<file path="src/sv/olid_pkg.sv">
// Shared types and constants for the ordered list unit.
package olid_pkg;

    localparam int DATA_W       = 32;
    localparam int POS_W        = 8;
    localparam int LEN_W        = 8;
    localparam int DEF_CAPACITY = 16;

    typedef enum logic [1:0] {
        KIND_INS  = 2'd0,
        KIND_DEL  = 2'd1,
        KIND_FIND = 2'd2
    } t_kind;

    typedef enum logic [1:0] {
        ST_DONE      = 2'd0,
        ST_RANGE     = 2'd1,
        ST_FULL      = 2'd2,
        ST_NOT_FOUND = 2'd3
    } t_status;

    typedef enum logic [1:0] {
        CELL_HOLD = 2'd0,
        CELL_INS  = 2'd1,
        CELL_DEL  = 2'd2
    } t_cell_op;

    // Broadcast from the control logic to every cell of the row.
    typedef struct packed {
        t_cell_op                  op;
        logic [POS_W-1:0]          pos;
        logic signed [DATA_W-1:0]  value;
        logic [LEN_W-1:0]          len;
    } t_cell_ctl;

endpackage

</file>
<file path="src/sv/olid_cell.sv">
// One list slot: holds a word, shifts to or from its neighbors and compares.
module olid_cell #(
    parameter int IDX = 0
) (
    input  logic                              i_clk,
    input  olid_pkg::t_cell_ctl               i_ctl,
    input  logic signed [olid_pkg::DATA_W-1:0] i_left,
    input  logic signed [olid_pkg::DATA_W-1:0] i_right,
    output logic signed [olid_pkg::DATA_W-1:0] o_data,
    output logic                              o_match
);
    import olid_pkg::*;

    localparam logic [POS_W-1:0] SLOT = POS_W'(IDX + 1);

    logic signed [DATA_W-1:0] r_data;
    logic signed [DATA_W-1:0] n_data;

    always_comb begin
        n_data = r_data;
        case (i_ctl.op)
            CELL_INS: begin
                if (SLOT == i_ctl.pos) begin
                    n_data = i_ctl.value;
                end else if (SLOT > i_ctl.pos) begin
                    n_data = i_left;
                end
            end
            CELL_DEL: begin
                if (SLOT >= i_ctl.pos) begin
                    n_data = i_right;
                end
            end
            default: n_data = r_data;
        endcase
    end

    always_ff @(posedge i_clk) begin
        r_data <= n_data;
    end

    // Only slots below the current length hold list entries.
    assign o_match = (LEN_W'(IDX) < i_ctl.len) && (r_data == i_ctl.value);
    assign o_data  = r_data;

endmodule

</file>
<file path="src/sv/ordered_list_insert_delete_find_unit.sv">
// Top level of the ordered list unit: control, cell row and result register.
//
// Keeps a packed list of up to CAPACITY signed 32-bit words in a row of cells.
// Operations arrive on the slave stream: tuser carries the kind (insert,
// delete, find) and tdata the position and the word. Each operation yields
// one result on the master stream with a status, the found position and the
// list length after the operation.
// Insert and delete move every affected cell one slot in the same cycle, and
// find compares all cells at once, so the list itself is updated in the
// transfer cycle. After that, the busy state resolves the first match with a
// priority encoder and loads the output register once that register is free
// or its result is taken; only then is a new operation accepted. The input
// side is not ready while the resolve is pending.
// A result waiting in the output register does not block the next input
// transfer; only a second finished result holds the unit until the first one
// is taken. Reset empties the list and drops any pending result.
module ordered_list_insert_delete_find_unit #(
    parameter int CAPACITY = olid_pkg::DEF_CAPACITY
) (
    input  logic        i_clk,
    input  logic        i_rst_n,
    input  logic        i_s_tvalid,
    output logic        o_s_tready,
    input  logic [39:0] i_s_tdata,  // position[7:0], value[39:8]
    input  logic [1:0]  i_s_tuser,  // kind[1:0]
    output logic        o_m_tvalid,
    input  logic        i_m_tready,
    output logic [23:0] o_m_tdata   // status[1:0], found_position[9:2],
                                    // list_length[17:10], zero[23:18]
);
    import olid_pkg::*;

    localparam int CW = $clog2(CAPACITY + 1);
    localparam int IW = $clog2(CAPACITY);

    logic [CW-1:0]        r_count;
    logic [CW-1:0]        n_count;
    logic                 r_busy;
    logic                 r_find;
    t_status              r_status;
    t_status              n_status;
    logic [CAPACITY-1:0]  r_match;
    logic                 r_out_valid;
    logic [17:0]          r_out;

    t_cell_ctl                ctl;
    logic                     s_xfer;
    logic [POS_W-1:0]         in_pos;
    logic signed [DATA_W-1:0] in_value;
    logic [POS_W:0]           len_ext;
    logic [CAPACITY-1:0]      match;
    logic signed [DATA_W-1:0] cell_data [CAPACITY];

    logic                     hit;
    logic [IW-1:0]            hit_idx;
    t_status                  res_status;
    logic [LEN_W-1:0]         res_found;
    logic                     out_load;

    assign o_s_tready = !r_busy;
    assign s_xfer     = i_s_tvalid && o_s_tready;
    assign in_pos     = i_s_tdata[POS_W-1:0];
    assign in_value   = i_s_tdata[POS_W +: DATA_W];
    assign len_ext    = (POS_W+1)'(r_count);

    // Decode the operation and check its position against the list length.
    always_comb begin
        ctl.op    = CELL_HOLD;
        ctl.pos   = in_pos;
        ctl.value = in_value;
        ctl.len   = LEN_W'(r_count);
        n_count   = r_count;
        n_status  = ST_DONE;
        unique case (t_kind'(i_s_tuser))
            KIND_INS: begin
                if (in_pos == '0 || (POS_W+1)'(in_pos) > len_ext + 1'b1) begin
                    n_status = ST_RANGE;
                end else if (r_count == CW'(CAPACITY)) begin
                    n_status = ST_FULL;
                end else begin
                    ctl.op  = CELL_INS;
                    n_count = r_count + 1'b1;
                end
            end
            KIND_DEL: begin
                if (in_pos == '0 || (POS_W+1)'(in_pos) > len_ext) begin
                    n_status = ST_RANGE;
                end else begin
                    ctl.op  = CELL_DEL;
                    n_count = r_count - 1'b1;
                end
            end
            KIND_FIND: n_status = ST_NOT_FOUND;
            default:   n_status = ST_RANGE;
        endcase
        if (!s_xfer) begin
            ctl.op  = CELL_HOLD;
            n_count = r_count;
        end
    end

    for (genvar g = 0; g < CAPACITY; g++) begin : g_cell
        logic signed [DATA_W-1:0] left;
        logic signed [DATA_W-1:0] right;
        if (g == 0) begin : g_first
            assign left = ctl.value;
        end else begin : g_mid
            assign left = cell_data[g-1];
        end
        if (g == CAPACITY - 1) begin : g_last
            assign right = cell_data[g];
        end else begin : g_inner
            assign right = cell_data[g+1];
        end
        olid_cell #(
            .IDX (g)
        ) u_cell (
            .i_clk   (i_clk),
            .i_ctl   (ctl),
            .i_left  (left),
            .i_right (right),
            .o_data  (cell_data[g]),
            .o_match (match[g])
        );
    end

    // The lowest matching slot wins.
    always_comb begin
        hit     = 1'b0;
        hit_idx = '0;
        for (int i = CAPACITY - 1; i >= 0; i--) begin
            if (r_match[i]) begin
                hit     = 1'b1;
                hit_idx = IW'(i);
            end
        end
        res_status = r_status;
        res_found  = '0;
        if (r_find && hit) begin
            res_status = ST_DONE;
            res_found  = LEN_W'(hit_idx) + 1'b1;
        end
    end

    assign out_load = r_busy && (!r_out_valid || i_m_tready);

    always_ff @(posedge i_clk) begin
        if (!i_rst_n) begin
            r_count     <= '0;
            r_busy      <= 1'b0;
            r_out_valid <= 1'b0;
        end else begin
            r_count <= n_count;
            if (s_xfer) begin
                r_busy <= 1'b1;
            end else if (out_load) begin
                r_busy <= 1'b0;
            end
            if (out_load) begin
                r_out_valid <= 1'b1;
            end else if (i_m_tready) begin
                r_out_valid <= 1'b0;
            end
        end
    end

    always_ff @(posedge i_clk) begin
        if (s_xfer) begin
            r_find   <= (t_kind'(i_s_tuser) == KIND_FIND);
            r_status <= n_status;
            r_match  <= match;
        end
        if (out_load) begin
            r_out <= {LEN_W'(r_count), res_found, res_status};
        end
    end

    assign o_m_tvalid = r_out_valid;
    assign o_m_tdata  = {6'd0, r_out};

endmodule

</file>
<file path="config.mk">
export PLATFORM = sky130hd
export DESIGN_NAME = ordered_list_insert_delete_find_unit
export DESIGN_NICKNAME = d
export VERILOG_FILES = /design/src/sv/olid_pkg.sv /design/src/sv/olid_cell.sv /design/src/sv/ordered_list_insert_delete_find_unit.sv
export SDC_FILE = /design/constraint.sdc
export NUM_CORES = 2
export LEC_CHECK = 0
export ABC_AREA = 1
export BUFFER_PORTS_ARGS = -buffer_cell sky130_fd_sc_hd__clkbuf_2
export CAP_MARGIN = 0
export CORE_MARGIN = 1
export CORE_UTILIZATION = 53
export CTS_CLUSTER_SIZE = 14
export DETAILED_ROUTE_END_ITERATION = 8
export HOLD_SLACK_MARGIN = 0.03
export PLACE_DENSITY = 0.67
export SLEW_MARGIN = 20
export SYNTH_ARGS = -nofsm -noshare
export SYNTH_HDL_FRONTEND = slang
export SYNTH_SLANG_ARGS = --single-unit
</file>
<file path="constraint.sdc">
create_clock -name i_clk -period 11.7 [get_ports i_clk]
set_input_delay 1.17 -clock i_clk [delete_from_list [all_inputs] [get_ports i_clk]]
set_output_delay 1.17 -clock i_clk [all_outputs]
set_load 0.02 [all_outputs]
</file>
== Yosys cells after proc, flatten, opt, wreduce, memory -nomap -nowiden ==
Cells that the tools add are included.
Word-level totals
  word-level logic and storage cells: 307
  output and inout bits: 26
  flip-flop bits (word level): 553
  input port bits: 46
Operators by class
  eq/ne operators: 70
  multiplexer cells: 111
  $add $sub $neg: 4
  reduce and logical (&&, ||, !) cells: 48
  magnitude comparators: 49
Operators with widths (number)
  32-bit two-way mux: 47
  32-bit one-hot mux with 2 select lines: 15
  32-bit equality test: 16
  4-bit by 8-bit equality test with 1-bit output (first input constant): 8
  4-bit by 8-bit greater-or-equal comparator with 1-bit output (first input constant): 8
  4-bit by 8-bit greater-than comparator with 1-bit output (first input constant): 8
  4-bit two-way mux: 16
  3-bit by 1-bit != test with 1-bit output (second input constant): 15
  3-bit AND reduction: 15
  4-bit by 5-bit less-than comparator with 1-bit output (first input constant): 8
  3-bit by 8-bit equality test with 1-bit output (first input constant): 4
  3-bit by 8-bit greater-or-equal comparator with 1-bit output (first input constant): 4
  3-bit by 8-bit greater-than comparator with 1-bit output (first input constant): 4
  2-bit by 1-bit != test with 1-bit output (second input constant): 15
  1-bit two-way mux: 23
  3-bit by 5-bit less-than comparator with 1-bit output (first input constant): 4
  1-bit logical AND: 19
  2-bit by 8-bit equality test with 1-bit output (first input constant): 2
  2-bit by 8-bit greater-or-equal comparator with 1-bit output (first input constant): 2
  2-bit by 8-bit greater-than comparator with 1-bit output (first input constant): 2
  5-bit two-way mux: 3
  1-bit by 5-bit less-than comparator with 1-bit output (first input constant): 2
  2-bit by 5-bit less-than comparator with 1-bit output (first input constant): 2
  5-bit one-hot mux with 2 select lines: 1
  25 further kinds: 39

== Logic depth before layout (Yosys ltp) ==
  depth after elaboration: 17
  mapped depth: 24
  depth with buffers taken out: 21

== Modules after synthesis ==
From an unflattened synthesis, not the netlist that was laid out.
Second synthesis, totals
  cell total of the unflattened synthesis: 5997
  area, all modules: 41954.0 um^2
Modules (own cells, without submodules)
  olid_cell (g_cell[0].u_cell): instances 1, seq. area each 960.9 um^2, cells each 361, area each 2720.1 um^2
  olid_cell (g_cell[8].u_cell): instances 1, seq. area each 960.9 um^2, cells each 365, area each 2712.6 um^2
  olid_cell (g_cell[7].u_cell): instances 1, seq. area each 960.9 um^2, cells each 358, area each 2606.2 um^2
  olid_cell (g_cell[3].u_cell): instances 1, seq. area each 960.9 um^2, cells each 356, area each 2603.7 um^2
  olid_cell (g_cell[5].u_cell): instances 1, seq. area each 960.9 um^2, cells each 371, area each 2553.7 um^2
  olid_cell (g_cell[4].u_cell): instances 1, seq. area each 960.9 um^2, cells each 383, area each 2531.2 um^2
  olid_cell (g_cell[6].u_cell): instances 1, seq. area each 960.9 um^2, cells each 380, area each 2514.9 um^2
  olid_cell (g_cell[10].u_cell): instances 1, seq. area each 960.9 um^2, cells each 377, area each 2512.4 um^2
  olid_cell (g_cell[2].u_cell): instances 1, seq. area each 960.9 um^2, cells each 375, area each 2498.6 um^2
  olid_cell (g_cell[13].u_cell): instances 1, seq. area each 960.9 um^2, cells each 388, area each 2467.4 um^2
  olid_cell (g_cell[15].u_cell): instances 1, seq. area each 960.9 um^2, cells each 372, area each 2446.1 um^2
  olid_cell (g_cell[1].u_cell): instances 1, seq. area each 960.9 um^2, cells each 374, area each 2417.3 um^2
  olid_cell (g_cell[14].u_cell): instances 1, seq. area each 960.9 um^2, cells each 327, area each 2359.8 um^2
  olid_cell (g_cell[9].u_cell): instances 1, seq. area each 960.9 um^2, cells each 331, area each 2351.0 um^2
  3 more rows

== Worst setup path before layout ==
No wires, ideal clock.
  path kind: input to register
  from: in i_s_tvalid
  to: reg g_cell[0].u_cell.r_data[0] (enable)
  setup slack: 4280 ps
  arrival time: 6988 ps
  setup time: 432 ps
  buffers on the path: 1
  cell stages on the path: 12
  required time: 11268 ps
  cell sequence: inv_1 nor2_1 inv_1 nor3_1 inv_1 ha_1 clkbuf_1 nor2_1 clkinv_1 a21oi_1 inv_1 a21oi_1
Between the ends
  longest elaborated chain between the ends: 5
  elaborated cells between the ends (all ways): 8
  classes of those cells: 4 x eq/ne; 1 x mux; 3 x reduce/logical
RTL lines
  start: declaration: line ordered_list_insert_delete_find_unit.sv:22  | input logic i_s_tvalid,
  1-bit logical AND (*): line ordered_list_insert_delete_find_unit.sv:61  | assign s_xfer = i_s_tvalid && o_s_tready;
  named net s_xfer: line ordered_list_insert_delete_find_unit.sv:47  | logic s_xfer;
  2-bit two-way mux (*): line ordered_list_insert_delete_find_unit.sv:96  | if (!s_xfer) begin
  2-bit by 1-bit equality test with 1-bit output / 2-bit equality test (equally long branches): line olid_cell.sv:21  | case (i_ctl.op)
  3-bit by 1-bit != test with 1-bit output (no source line) (tied with other cells)
  3-bit AND reduction (no source line) (*)
  end signal: assignment: line olid_cell.sv:39  | r_data <= n_data;
  end: declaration: line olid_cell.sv:16  | logic signed [DATA_W-1:0] r_data;
The timed path passes the listed nets; every way through them passes the cells marked *.
A chain may end at the register's enable or synchronous reset.

== Worst setup path after layout ==
  from: reg r_count[0]
  to: reg g_cell[0].u_cell.r_data[2] (enable)
Between the ends
  longest elaborated chain between the ends: 9
  elaborated cells between the ends (all ways): 17
  classes of those cells: 1 x add/sub; 2 x order compare; 5 x eq/ne; 5 x mux; 4 x reduce/logical
RTL lines
  start: declaration: line ordered_list_insert_delete_find_unit.sv:36  | logic [CW-1:0] r_count;
  start signal: assignment: line ordered_list_insert_delete_find_unit.sv:153  | r_count <= n_count;
  5-bit by 1-bit adder with 6-bit output: line ordered_list_insert_delete_find_unit.sv:76  | if (in_pos == '0 || (POS_W+1)'(in_pos) > len_ext + 1'b1) begin
  8-bit by 6-bit greater-than comparator with 1-bit output: line ordered_list_insert_delete_find_unit.sv:76
  1-bit logical OR: line ordered_list_insert_delete_find_unit.sv:76
  1-bit two-way mux: line ordered_list_insert_delete_find_unit.sv:76
  2-bit one-hot mux with 2 select lines (*): line ordered_list_insert_delete_find_unit.sv:74  | unique case (t_kind'(i_s_tuser))
  2-bit two-way mux (*): line ordered_list_insert_delete_find_unit.sv:96
  2-bit by 1-bit equality test with 1-bit output / 2-bit equality test (equally long branches): line olid_cell.sv:21
  3-bit by 1-bit != test with 1-bit output (no source line) (tied with other cells)
  3-bit AND reduction (no source line) (*)
Mark *: on every way between the ends. The rest lies on a longest branch, timed or not.

==> impl_metrics.tcl <==
set metrics [dict create \
    peakVddDrop_mv 0.119 \
    synthesis.area_um2 33900 \
    drv_cap 0 \
    ctsHoldBuffers 0 \
    cts.sinks 550 \
    die_y_um 255 \
    worstPathMaxFanout 54 \
    arrival_ns 6.63 \
    cts_max_path_buffers 3 \
    intPower_mw 3.32 \
    first_pass_iters 7 \
    fin_skew_ns 0.0163 \
    cts-root-buf "clkbuf_16" \
    dpl.hpwl_um 96300 \
    gp_congestion 0.992 \
    cpPeakStageDelay_ns 1.07 \
    async_reset_ff_share_pct 0 \
    clk_latency_ns 0.65 \
    powerDensity_nw_per_um2 121 \
    htreeDepth 2 \
    routed_wl_um 145000 \
    cts_resized 0 \
    holdCritStartpoint "o_m_tvalid" \
    synth.largest_area_cell "edfxtp_1" \
    cts_buffers 61 \
    slew_headroom_pct 20.8 \
    syn_inst 4049 \
    status "finished, final reports clean" \
    crit_top_cell "inv_1" \
    std_cell_rows 92 \
    setup_slack_ns 5.36 \
    ant_nets 0 \
    antenna_found_initial 6 \
    synth.avg_cell_area_um2 8.36 \
    cts_setup_buffers 0 \
    layout_commonest_cell "nand2_1" \
    yosysWarnings 0 \
    finalHoldViolCount 0 \
    drive_gt1_share_pct 7.69 \
    final_area_um2 36800 \
    synth.ff_latch_count 550 \
    period_share_pct 54.2 \
    cp_cell_sequence "inv_1 -> ha_1 -> inv_1 -> ha_1 -> inv_1 -> nor2_1 -> nor2_1 -> o21ai_0 -> nand3_1 -> nand2_1 -> o31ai_1 -> nand4_1 -> nor3_1 -> inv_1 -> ha_4 -> nor2_1 -> clkinv_1 -> a21oi_4 -> inv_1 -> a21oi_4 -> buf_4" \
    path_class "reg2reg" \
    wire_per_inst_um 29.9 \
    timing.fmax_ghz 0.158 \
    area_growth_pct 8.77 \
    grt_pass1_wl_um 203000 \
    sw_frac_of_total_pct 25.8 \
    synth_enable_flop_cells 543 \
    portBuffers 59 \
    crit_slowest_cell "a21oi_4" \
    seq_power_share_pct 48.7 \
    required_ns 11.99 \
    tightest_slew_ns 1.19 \
    grt_usage_pct 43.8 \
    combPwrFrac_pct 8.5 \
    crit_buf_inv 7 \
    cts.clk_slew.worst_paths_ns 0.06 \
    core_um2 63100 \
    yosysSeqAreaShare_pct 48.6 \
    crit_start "r_count[0]" \
    slew_violations 0 \
    tns_ns 0 \
    placed_area_um2 34900 \
    synthFlopType "edfxtp_1" \
    grt_setup_unrepaired "no" \
    p_switching_mw 1.15 \
    grt_max_degree 238 \
    critPathTopFamily "buffers and inverters" \
    die_w_um 255 \
    drcViolationCount 0 \
    cp-start-kind "flip-flop" \
    cts_tree "done" \
    cp-end-kind "flip-flop" \
    clkPwrFrac_pct 42.7 \
    drt-vias-per-instance 6.73 \
    overflow 0 \
    yosysUniqueCellTypes 51 \
    nNetsFinal 4005 \
    synth.area.top_cells "edfxtp_1 48%, nand2_1 8.3%, a21oi_1 6.6%" \
    drt-initial-drc-count 6435 \
    period_needed_ns 6.34 \
    layout_common_cells "747 x nand2_1, 543 x edfxtp_1, 439 x a21oi_1" \
    r2r-start "r_count[0]" \
    start_util_pct 53.7 \
    place_ws_ns 5.02 \
    r2r_slack_ns 5.36 \
    ios 72 \
    dr_total_vias 32600 \
    worstHoldPathType "reg2reg" \
    p_leak_nw 14.0 \
    yosys.area.top_type_share_pct 48.2 \
    grt_pass1_vias 28800 \
    setup_violations 0 \
    die_area_um2 64900 \
]
==> tightest hold or removal path: stages (launching register included) <==
cell	delay (ns)
dfxtp_1	0.32
nand2_1	0.06
a21oi_1	0.05
==> power groups by stage <==
stage,sequential [mW],clock [mW],combinational [mW]
finish,2.18,1.91,0.381
global route,2.18,1.97,0.384
CTS,2.18,1.90,0.355
detailed placement,2.22,0,0.353
global placement,2.22,0,0.352
floorplan,2.22,0,0.194
==> final cells by class <==
type | instances | area, um2
Sequential cell | 550 | 16400
Inverter | 360 | 1360
Antenna cell | 4 | 10.0
Multi-Input combinational cell | 2809 | 14900
Clock buffer | 79 | 1670
Tap cell | 846 | 1060
Timing Repair Buffer | 160 | 1120
Clock inverter | 34 | 233
Fill cell | 5747 | 26300
==> stage by stage <==
| step | total power, mW | utilization, % | hold slack, ns | cells |
|---|---|---|---|---|
| after detailed placement | 2.57 | 55.3 | 0.471 | 4723 |
| final | 4.47 | 58.4 | 0.475 | 4842 |
| after CTS | 4.43 | 58.3 | 0.479 | 4836 |
| after global placement | 2.57 | 55.3 | 0.467 | 4723 |
| after global routing | 4.53 | 58.4 | 0.491 | 4838 |
| after floorplan | 2.41 | - | 0.406 | 4060 |
==> path summary, 6_finish.rpt <==
check | to | cells after the start
worst max-delay path | g_cell[0].u_cell.o_data[2] | 21
worst max register to register | g_cell[0].u_cell.o_data[2] | 21
worst min register to register | o_m_tvalid | 2
worst min-delay path | o_m_tvalid | 2
==> metal layers <==
layer	up-vias	share of wire, %	global-route usage [%]
met5	-	0.069	0.602
met4	8	6.0	21.9
met3	507	18	16.5
met2	3093	39	58.6
met1	15000	37	61.4
li1	13900	-	-
==> cells by family (layout without fill, tap and decap cells) <==
family	count (synthesis)	in the layout	synth area share, %
and+or+nand+nor	1249	1249	15.3
buffers and inverters	701	633	8.00
other	1	16	0.0111
xor gates and xnor gates	235	235	6.08
DFF	550	550	48.6
AOI/OAI and AO/OA	1296	1296	21.4
adders and majority gates	17	17	0.628
==> flip-flops by register name, indices dropped and copies added (netlist names) <==
register,cells
r_match,16
o_m_tvalid,1
r_busy,1
g_cell.u_cell.o_data,512
r_status,2
r_out,12
r_count,5
r_find,1
==> Yosys cell counts (19+ instances only) <==
cell type,number
nand3_1,53
a221oi_1,59
o22ai_1,141
inv_1,336
a31oi_1,83
xor2_1,72
edfxtp_1,543
clkbuf_1,283
o21ai_0,428
o211ai_1,64
o21ai_1,48
nand2_1,748
nor2_1,300
nand4_1,45
xnor2_1,163
a21oi_1,446
buf_1,26
buf_2,19
nor4_1,50
No activity file was read; power rests on OpenSTA's default activity.
